<file path="src/design/vlwc_pkg.sv">
// Types, constants and helper functions for the vertical line window classifier.
package vlwc_pkg;

  localparam int unsigned WinCols  = 5;
  localparam int unsigned WinRows  = 11;
  localparam int unsigned WinBits  = WinCols * WinRows;
  localparam int unsigned UpRows   = 4;
  localparam int unsigned LoFirst  = 5;
  localparam int unsigned LoRows   = WinRows - LoFirst;
  localparam int unsigned CentreBit = LoFirst * WinCols + 2;
  localparam int unsigned CfgData  = 5;

  typedef enum logic [1:0] {
    CfgColumnLimit = 2'd0,
    CfgPixelMax    = 2'd1,
    CfgPixelMin    = 2'd2,
    CfgRowMinimum  = 2'd3
  } cfg_idx_e;

  typedef enum logic [2:0] {
    VerdictOk         = 3'd0,
    VerdictSidePair   = 3'd1,
    VerdictUpperSplit = 3'd2,
    VerdictUpperLimit = 3'd3,
    VerdictLowerSplit = 3'd4,
    VerdictLowerLimit = 3'd5,
    VerdictFewRows    = 3'd6
  } verdict_e;

  localparam logic [2:0] ColumnLimitRst = 3'd3;
  localparam logic [4:0] PixelMaxRst    = 5'd6;
  localparam logic [4:0] PixelMinRst    = 5'd4;
  localparam logic [3:0] RowMinimumRst  = 4'd4;

  // Number of set bits in a five-bit column occupancy mask.
  function automatic logic [2:0] count5(input logic [4:0] v);
    logic [2:0] n;
    n = 3'd0;
    for (int i = 0; i < 5; i++) begin
      n = n + {2'b00, v[i]};
    end
    return n;
  endfunction

  // Number of set bits in the ten-bit occupied row mask.
  function automatic logic [3:0] count10(input logic [9:0] v);
    logic [3:0] n;
    n = 4'd0;
    for (int i = 0; i < 10; i++) begin
      n = n + {3'b000, v[i]};
    end
    return n;
  endfunction

  // True when the occupied columns do not form one adjacent run.
  function automatic logic is_split(input logic [4:0] v);
    logic seen;
    logic gap;
    logic split;
    seen  = 1'b0;
    gap   = 1'b0;
    split = 1'b0;
    for (int i = 0; i < 5; i++) begin
      if (v[i]) begin
        if (gap) split = 1'b1;
        seen = 1'b1;
      end else if (seen) begin
        gap = 1'b1;
      end
    end
    return split;
  endfunction

endpackage

</file>
<file path="src/design/vertical_line_window_classifier_core.sv">
// Vertical line window classifier: three-stage pipeline from window to verdict.
//
// One window is taken per clock cycle; busy_o is always low. Each accepted
// transaction yields exactly one result, shown for a single cycle with done_o
// high. The result passes through three register stages: per-column counts,
// then part totals and run checks, then the limit compares.
// The receiver cannot stall, and results leave in the order windows arrived.
// Configuration registers may only be written while no transaction is in flight.
module vertical_line_window_classifier_core (
  input  logic                          clk_i,
  input  logic                          rst_ni,
  input  logic                          start_i,
  output logic                          busy_o,
  input  logic [vlwc_pkg::WinBits-1:0]  window_bits_i,
  input  logic                          cfg_we_i,
  input  logic [1:0]                    cfg_idx_i,
  input  logic [vlwc_pkg::CfgData-1:0]  cfg_data_i,
  output logic                          done_o,
  output logic                          is_line_o,
  output logic [2:0]                    verdict_o
);
  import vlwc_pkg::*;

  // Configuration registers.
  logic [2:0] column_limit_q;
  logic [4:0] pixel_max_q;
  logic [4:0] pixel_min_q;
  logic [3:0] row_minimum_q;

  always_ff @(posedge clk_i or negedge rst_ni) begin
    if (!rst_ni) begin
      column_limit_q <= ColumnLimitRst;
      pixel_max_q    <= PixelMaxRst;
      pixel_min_q    <= PixelMinRst;
      row_minimum_q  <= RowMinimumRst;
    end else if (cfg_we_i) begin
      unique case (cfg_idx_e'(cfg_idx_i))
        CfgColumnLimit: column_limit_q <= cfg_data_i[2:0];
        CfgPixelMax:    pixel_max_q    <= cfg_data_i;
        CfgPixelMin:    pixel_min_q    <= cfg_data_i;
        CfgRowMinimum:  row_minimum_q  <= cfg_data_i[3:0];
        default: ;
      endcase
    end
  end

  assign busy_o = 1'b0;

  // Stage 1: column counts and occupancy per part, row occupancy, side pair.
  logic [WinBits-1:0] win;
  logic       s1_valid_q;
  logic [2:0] s1_up_cnt_d [WinCols];
  logic [2:0] s1_up_cnt_q [WinCols];
  logic [2:0] s1_lo_cnt_d [WinCols];
  logic [2:0] s1_lo_cnt_q [WinCols];
  logic [4:0] s1_up_occ_d, s1_up_occ_q;
  logic [4:0] s1_lo_occ_d, s1_lo_occ_q;
  logic [9:0] s1_rows_d, s1_rows_q;
  logic       s1_side_d, s1_side_q;

  always_comb begin
    win = window_bits_i;
    win[CentreBit] = 1'b1;
    for (int c = 0; c < WinCols; c++) begin
      s1_up_cnt_d[c] = 3'd0;
      s1_lo_cnt_d[c] = 3'd0;
      for (int r = 0; r < UpRows; r++) begin
        s1_up_cnt_d[c] = s1_up_cnt_d[c] + {2'b00, win[r*WinCols+c]};
      end
      for (int r = LoFirst; r < WinRows; r++) begin
        s1_lo_cnt_d[c] = s1_lo_cnt_d[c] + {2'b00, win[r*WinCols+c]};
      end
      s1_up_occ_d[c] = (s1_up_cnt_d[c] != 3'd0);
      s1_lo_occ_d[c] = (s1_lo_cnt_d[c] != 3'd0);
    end
    for (int r = 0; r < UpRows; r++) begin
      s1_rows_d[r] = |win[r*WinCols +: WinCols];
    end
    for (int r = LoFirst; r < WinRows; r++) begin
      s1_rows_d[r-1] = |win[r*WinCols +: WinCols];
    end
    s1_side_d = (win[LoFirst*WinCols+3] && win[LoFirst*WinCols+4]) ||
                (win[LoFirst*WinCols+0] && win[LoFirst*WinCols+1]);
  end

  always_ff @(posedge clk_i or negedge rst_ni) begin
    if (!rst_ni) begin
      s1_valid_q <= 1'b0;
    end else begin
      s1_valid_q <= start_i;
    end
  end

  always_ff @(posedge clk_i) begin
    s1_up_cnt_q <= s1_up_cnt_d;
    s1_lo_cnt_q <= s1_lo_cnt_d;
    s1_up_occ_q <= s1_up_occ_d;
    s1_lo_occ_q <= s1_lo_occ_d;
    s1_rows_q   <= s1_rows_d;
    s1_side_q   <= s1_side_d;
  end

  // Stage 2: part totals, run checks, column and row counts.
  logic       s2_valid_q;
  logic [4:0] s2_up_tot_d, s2_up_tot_q;
  logic [4:0] s2_lo_tot_d, s2_lo_tot_q;
  logic       s2_up_split_q, s2_lo_split_q;
  logic [2:0] s2_up_ncol_q, s2_lo_ncol_q;
  logic [3:0] s2_rows_q;
  logic       s2_side_q;

  always_comb begin
    s2_up_tot_d = 5'd0;
    s2_lo_tot_d = 5'd0;
    for (int c = 0; c < WinCols; c++) begin
      s2_up_tot_d = s2_up_tot_d + {2'b00, s1_up_cnt_q[c]};
      s2_lo_tot_d = s2_lo_tot_d + {2'b00, s1_lo_cnt_q[c]};
    end
  end

  always_ff @(posedge clk_i or negedge rst_ni) begin
    if (!rst_ni) begin
      s2_valid_q <= 1'b0;
    end else begin
      s2_valid_q <= s1_valid_q;
    end
  end

  always_ff @(posedge clk_i) begin
    s2_up_tot_q   <= s2_up_tot_d;
    s2_lo_tot_q   <= s2_lo_tot_d;
    s2_up_split_q <= is_split(s1_up_occ_q);
    s2_lo_split_q <= is_split(s1_lo_occ_q);
    s2_up_ncol_q  <= count5(s1_up_occ_q);
    s2_lo_ncol_q  <= count5(s1_lo_occ_q);
    s2_rows_q     <= count10(s1_rows_q);
    s2_side_q     <= s1_side_q;
  end

  // Stage 3: limit compares and the first failing test.
  logic       done_q;
  logic       is_line_q;
  verdict_e   verdict_d, verdict_q;
  logic       up_limit, lo_limit;

  always_comb begin
    up_limit = (s2_up_ncol_q > column_limit_q) || (s2_up_tot_q > pixel_max_q) ||
               (s2_up_tot_q < pixel_min_q);
    lo_limit = (s2_lo_ncol_q > column_limit_q) || (s2_lo_tot_q > pixel_max_q) ||
               (s2_lo_tot_q < pixel_min_q);
    if (s2_side_q) begin
      verdict_d = VerdictSidePair;
    end else if (s2_up_split_q) begin
      verdict_d = VerdictUpperSplit;
    end else if (up_limit) begin
      verdict_d = VerdictUpperLimit;
    end else if (s2_lo_split_q) begin
      verdict_d = VerdictLowerSplit;
    end else if (lo_limit) begin
      verdict_d = VerdictLowerLimit;
    end else if (s2_rows_q < row_minimum_q) begin
      verdict_d = VerdictFewRows;
    end else begin
      verdict_d = VerdictOk;
    end
  end

  always_ff @(posedge clk_i or negedge rst_ni) begin
    if (!rst_ni) begin
      done_q <= 1'b0;
    end else begin
      done_q <= s2_valid_q;
    end
  end

  always_ff @(posedge clk_i) begin
    verdict_q <= verdict_d;
    is_line_q <= (verdict_d == VerdictOk);
  end

  assign done_o    = done_q;
  assign is_line_o = is_line_q;
  assign verdict_o = verdict_q;

endmodule

</file>
<file path="config.mk">
export PLATFORM = sky130hd
export DESIGN_NAME = vertical_line_window_classifier_core
export DESIGN_NICKNAME = d
export VERILOG_FILES = /design/src/design/vlwc_pkg.sv /design/src/design/vertical_line_window_classifier_core.sv
export SDC_FILE = /design/constraint.sdc
export NUM_CORES = 1
export LEC_CHECK = 0
export ABC_AREA = 1
export CAP_MARGIN = 40
export CORE_MARGIN = 2
export CORE_UTILIZATION = 25
export DETAILED_ROUTE_END_ITERATION = 10
export DONT_BUFFER_PORTS = 1
export PLACE_DENSITY = 0.47
export SLEW_MARGIN = 10
export SYNTH_ARGS = -nofsm -noshare
export SYNTH_HDL_FRONTEND = slang
export SYNTH_SLANG_ARGS = --single-unit
</file>
<file path="constraint.sdc">
create_clock -name clk_i -period 4.4 [get_ports clk_i]
set_input_delay 0.22 -clock clk_i [delete_from_list [all_inputs] [get_ports clk_i]]
set_output_delay 0.22 -clock clk_i [all_outputs]
set_load 0.02 [all_outputs]
</file>
==> impl_metrics.json <==
{
  "outcome": "finished, final reports clean",
  "totalWireLength_um": 9449,
  "syn_area_um2": 5127,
  "antenna_cells": 0,
  "grt.total_usage_pct": 9.407,
  "postCtsHoldBufs": 11,
  "cp_max_fo": 2,
  "netlist_instances": 530,
  "min_period_over_period_pct": 62.81,
  "rsz0062_at_grt": "false",
  "drtPass1Iterations": 4,
  "cp.required_ns": 4.62,
  "via_count": 3247,
  "syn2layout_area_growth_pct": 14.96,
  "clk_pin_slew_ns": 0.06,
  "grt_max_degree": 21,
  "cts_resized": 0,
  "ys_warn_count": 0,
  "rows": 52,
  "cp-end-kind": "register",
  "crit_arrival_ns": 2.99,
  "hp-class": "primary input to register",
  "clock_latency_ns": 0.34,
  "power_density_nw_per_um2": 568.4,
  "reg2regPathDepth": 8,
  "ys_types": 26,
  "finalSetupTns_ns": 0,
  "place_area_um2": 5458,
  "min_period_ns": 2.764,
  "die_area_um2": 21670,
  "synth-seq-cells": 97,
  "multi_input_area_um2": 2496,
  "finalSetupViolCount": 0,
  "cts_made_buffers": 9,
  "ant_nets": 0,
  "drv_cap": 0,
  "nNetsFinal": 726,
  "power_switching_uw": 1174,
  "core-area_um2": 20170,
  "dp_hpwl_um": 8182,
  "overflow": 0,
  "clk_path_buf_depth": 2,
  "synth_nets": 704,
  "cts_setup_buffers": 0,
  "first_global_vias": 3475,
  "gp_congestion": 0.8522,
  "wl_per_cell_um": 11.43,
  "post_synth.cell_area_avg_um2": 9.674,
  "port_buffers": 0,
  "skew_ns": 0.009618,
  "peakVddDrop_mv": 0.2110,
  "start_util_pct": 25.42,
  "fp.dieW_um": 147.2,
  "drc": 0,
  "fp.dieH_um": 147.2,
  "ys_seq_area_share_pct": 39.97,
  "io_pins": 72,
  "fill_cells": 2127,
  "cts_sinks": 97,
  "drv_slew": 0,
  "swShare_pct": 35.04,
  "post-route-cell-area_um2": 5894,
  "cts_max_level": 3,
  "seqPwrFrac_pct": 37.2,
  "p_leak_uw": 0.003008,
  "regArea_um2": 2049,
  "antenna_found_initial": 0,
  "drtIter0Drc": 88,
  "grt_pass1_wl_um": 16080,
  "p_comb_share_pct": 38.8,
  "finalHoldViolations": 0,
  "p_int_uw": 2177,
  "via_per_inst": 3.926,
  "fmax_ghz": 0.3618,
  "drive_above_1_share_pct": 4.668,
  "cts_tree": "done",
  "cp-start-kind": "register",
  "cts_root_buffer": "clkbuf_16",
  "min_path_cells": 2,
  "pwr-share-clk_pct": 24.1,
  "critical_path_class": "register to register"
}
==> layout by cell type (no fill, tap or decap), types with 11 or more instances in the layout <==
master and instances:
nand2_1 66, o21ai_0 21, dfrtp_1 14, inv_1 153
fa_1 44, nand3_1 19, dlygate4sd3_1 11, dfxtp_1 77
a21oi_1 11, ha_1 64, nor2_1 14
==> cells in the mapped netlist <==
master      n  share of area (%)
a21boi_0    1               0.15
a21oi_1    11                1.1
or3_1      10                1.2
xor2_1      3               0.51
nand4_1     3               0.37
buf_4       1               0.15
nand3_1    19                1.9
inv_1     153                 11
nand2_2     1               0.12
a32o_1      1               0.20
fa_1       44                 17
a22o_1      1               0.17
o21ai_0    21                2.0
nor3_1     10               0.98
a221oi_1    1               0.17
dfstp_2     6                3.1
nor2_2      4               0.49
dfxtp_1    77                 30
a21o_1      1               0.15
nor4_1      1               0.12
nor2_1     14                1.0
nand2_1    66                4.8
conb_1      1              0.073
dfrtp_1    14                6.8
xnor2_1     2               0.34
ha_1       64                 16
==> per-layer routing <==
metal	vias to the layer above	routed length (um)	track usage, %
met1	1536	4159	11.34
met5	-	0	0
li1	1640	-	-
met3	17	301	1.925
met4	0	265	5.048
met2	54	4722	15.79
==> state kept, by name, summed over array words and instances (netlist names), 3 cells and up <==
register / cells
s1_lo_occ_q: 5
s1_up_cnt_q: 15
s2_lo_ncol_q: 3
s1_lo_cnt_q: 15
s2_lo_tot_q: 5
pixel_max_q: 5
pixel_min_q: 5
s2_rows_q: 4
s1_up_occ_q: 5
verdict_o: 3
row_minimum_q: 4
column_limit_q: 3
s1_rows_q: 9
s2_up_tot_q: 5
s2_up_ncol_q: 3
==> power by group through the flow <==
stage | Clock (uW) | Combinational [uW] | Sequential, uW
CTS | 830 | 1340 | 1250
detailed placement | 0 | 1310 | 1270
global placement | 0 | 1250 | 1270
floorplan | 0 | 1010 | 1220
finish | 807 | 1300 | 1240
global route | 866 | 1600 | 1270
==> cells by family (layout without fill, tap and decap cells) <==
kind of cell               Yosys count  count (layout)  share of synthesized area (%)
xor gates and xnor gates             5               5                         0.8542
and+or+nand+nor                    128             128                          11.01
buffers and inverters              154             181                          11.35
other                                1               1                        0.07314
adders and majority gates          108             108                          32.80
DFF                                 97              97                          39.97
AOI/OAI and AO/OA                   37              37                          3.953
==> cell type report <==
| type | count | share of cell area [%] |
|---|---|---|
| multi-input cells | 279 | 42.35 |
| flip-flops and latches | 97 | 34.77 |
| inverters | 153 | 9.743 |
| well taps | 270 | 5.731 |
| clock buffers | 10 | 3.885 |
| repair buffers | 12 | 2.123 |
| clock inverters | 6 | 1.401 |
==> path summary, 6_finish.rpt <==
path	from	to	slack [ns]
max	s1_lo_cnt_q[1]	s2_lo_tot_q[3]	1.64
min	window_bits_i[54]	s1_rows_q[9]	0.02
max reg2reg	s1_lo_cnt_q[1]	s2_lo_tot_q[3]	1.64
min reg2reg	s1_side_q	s2_side_q	0.34
max in group asynchronous	rst_ni	pixel_max_q[2]	3.74
min in group asynchronous	rst_ni	done_o	0.18
==> per-stage QoR <==
step,total power (uW),setup slack [ns],utilization (%),hold slack [ns],std cells
finish,3350,1.636,29.22,0.01704,827
global route,3731,1.489,29.22,0.01075,827
CTS,3416,1.611,29.15,0.004604,826
detailed placement,2584,1.626,27.06,-0.07495,799
global placement,2514,1.647,27.06,-0.07509,799
floorplan,2231,1.707,-,-0.07559,530
==> critical path, stage by stage (launching register included) <==
cell,delay [ns]
dfxtp_1,0.31
inv_1,0.05
fa_1,0.56
fa_1,0.45
fa_1,0.51
inv_1,0.04
ha_1,0.21
fa_1,0.38
xor2_1,0.15
Note: power is estimated with default switching activity, not from simulation.
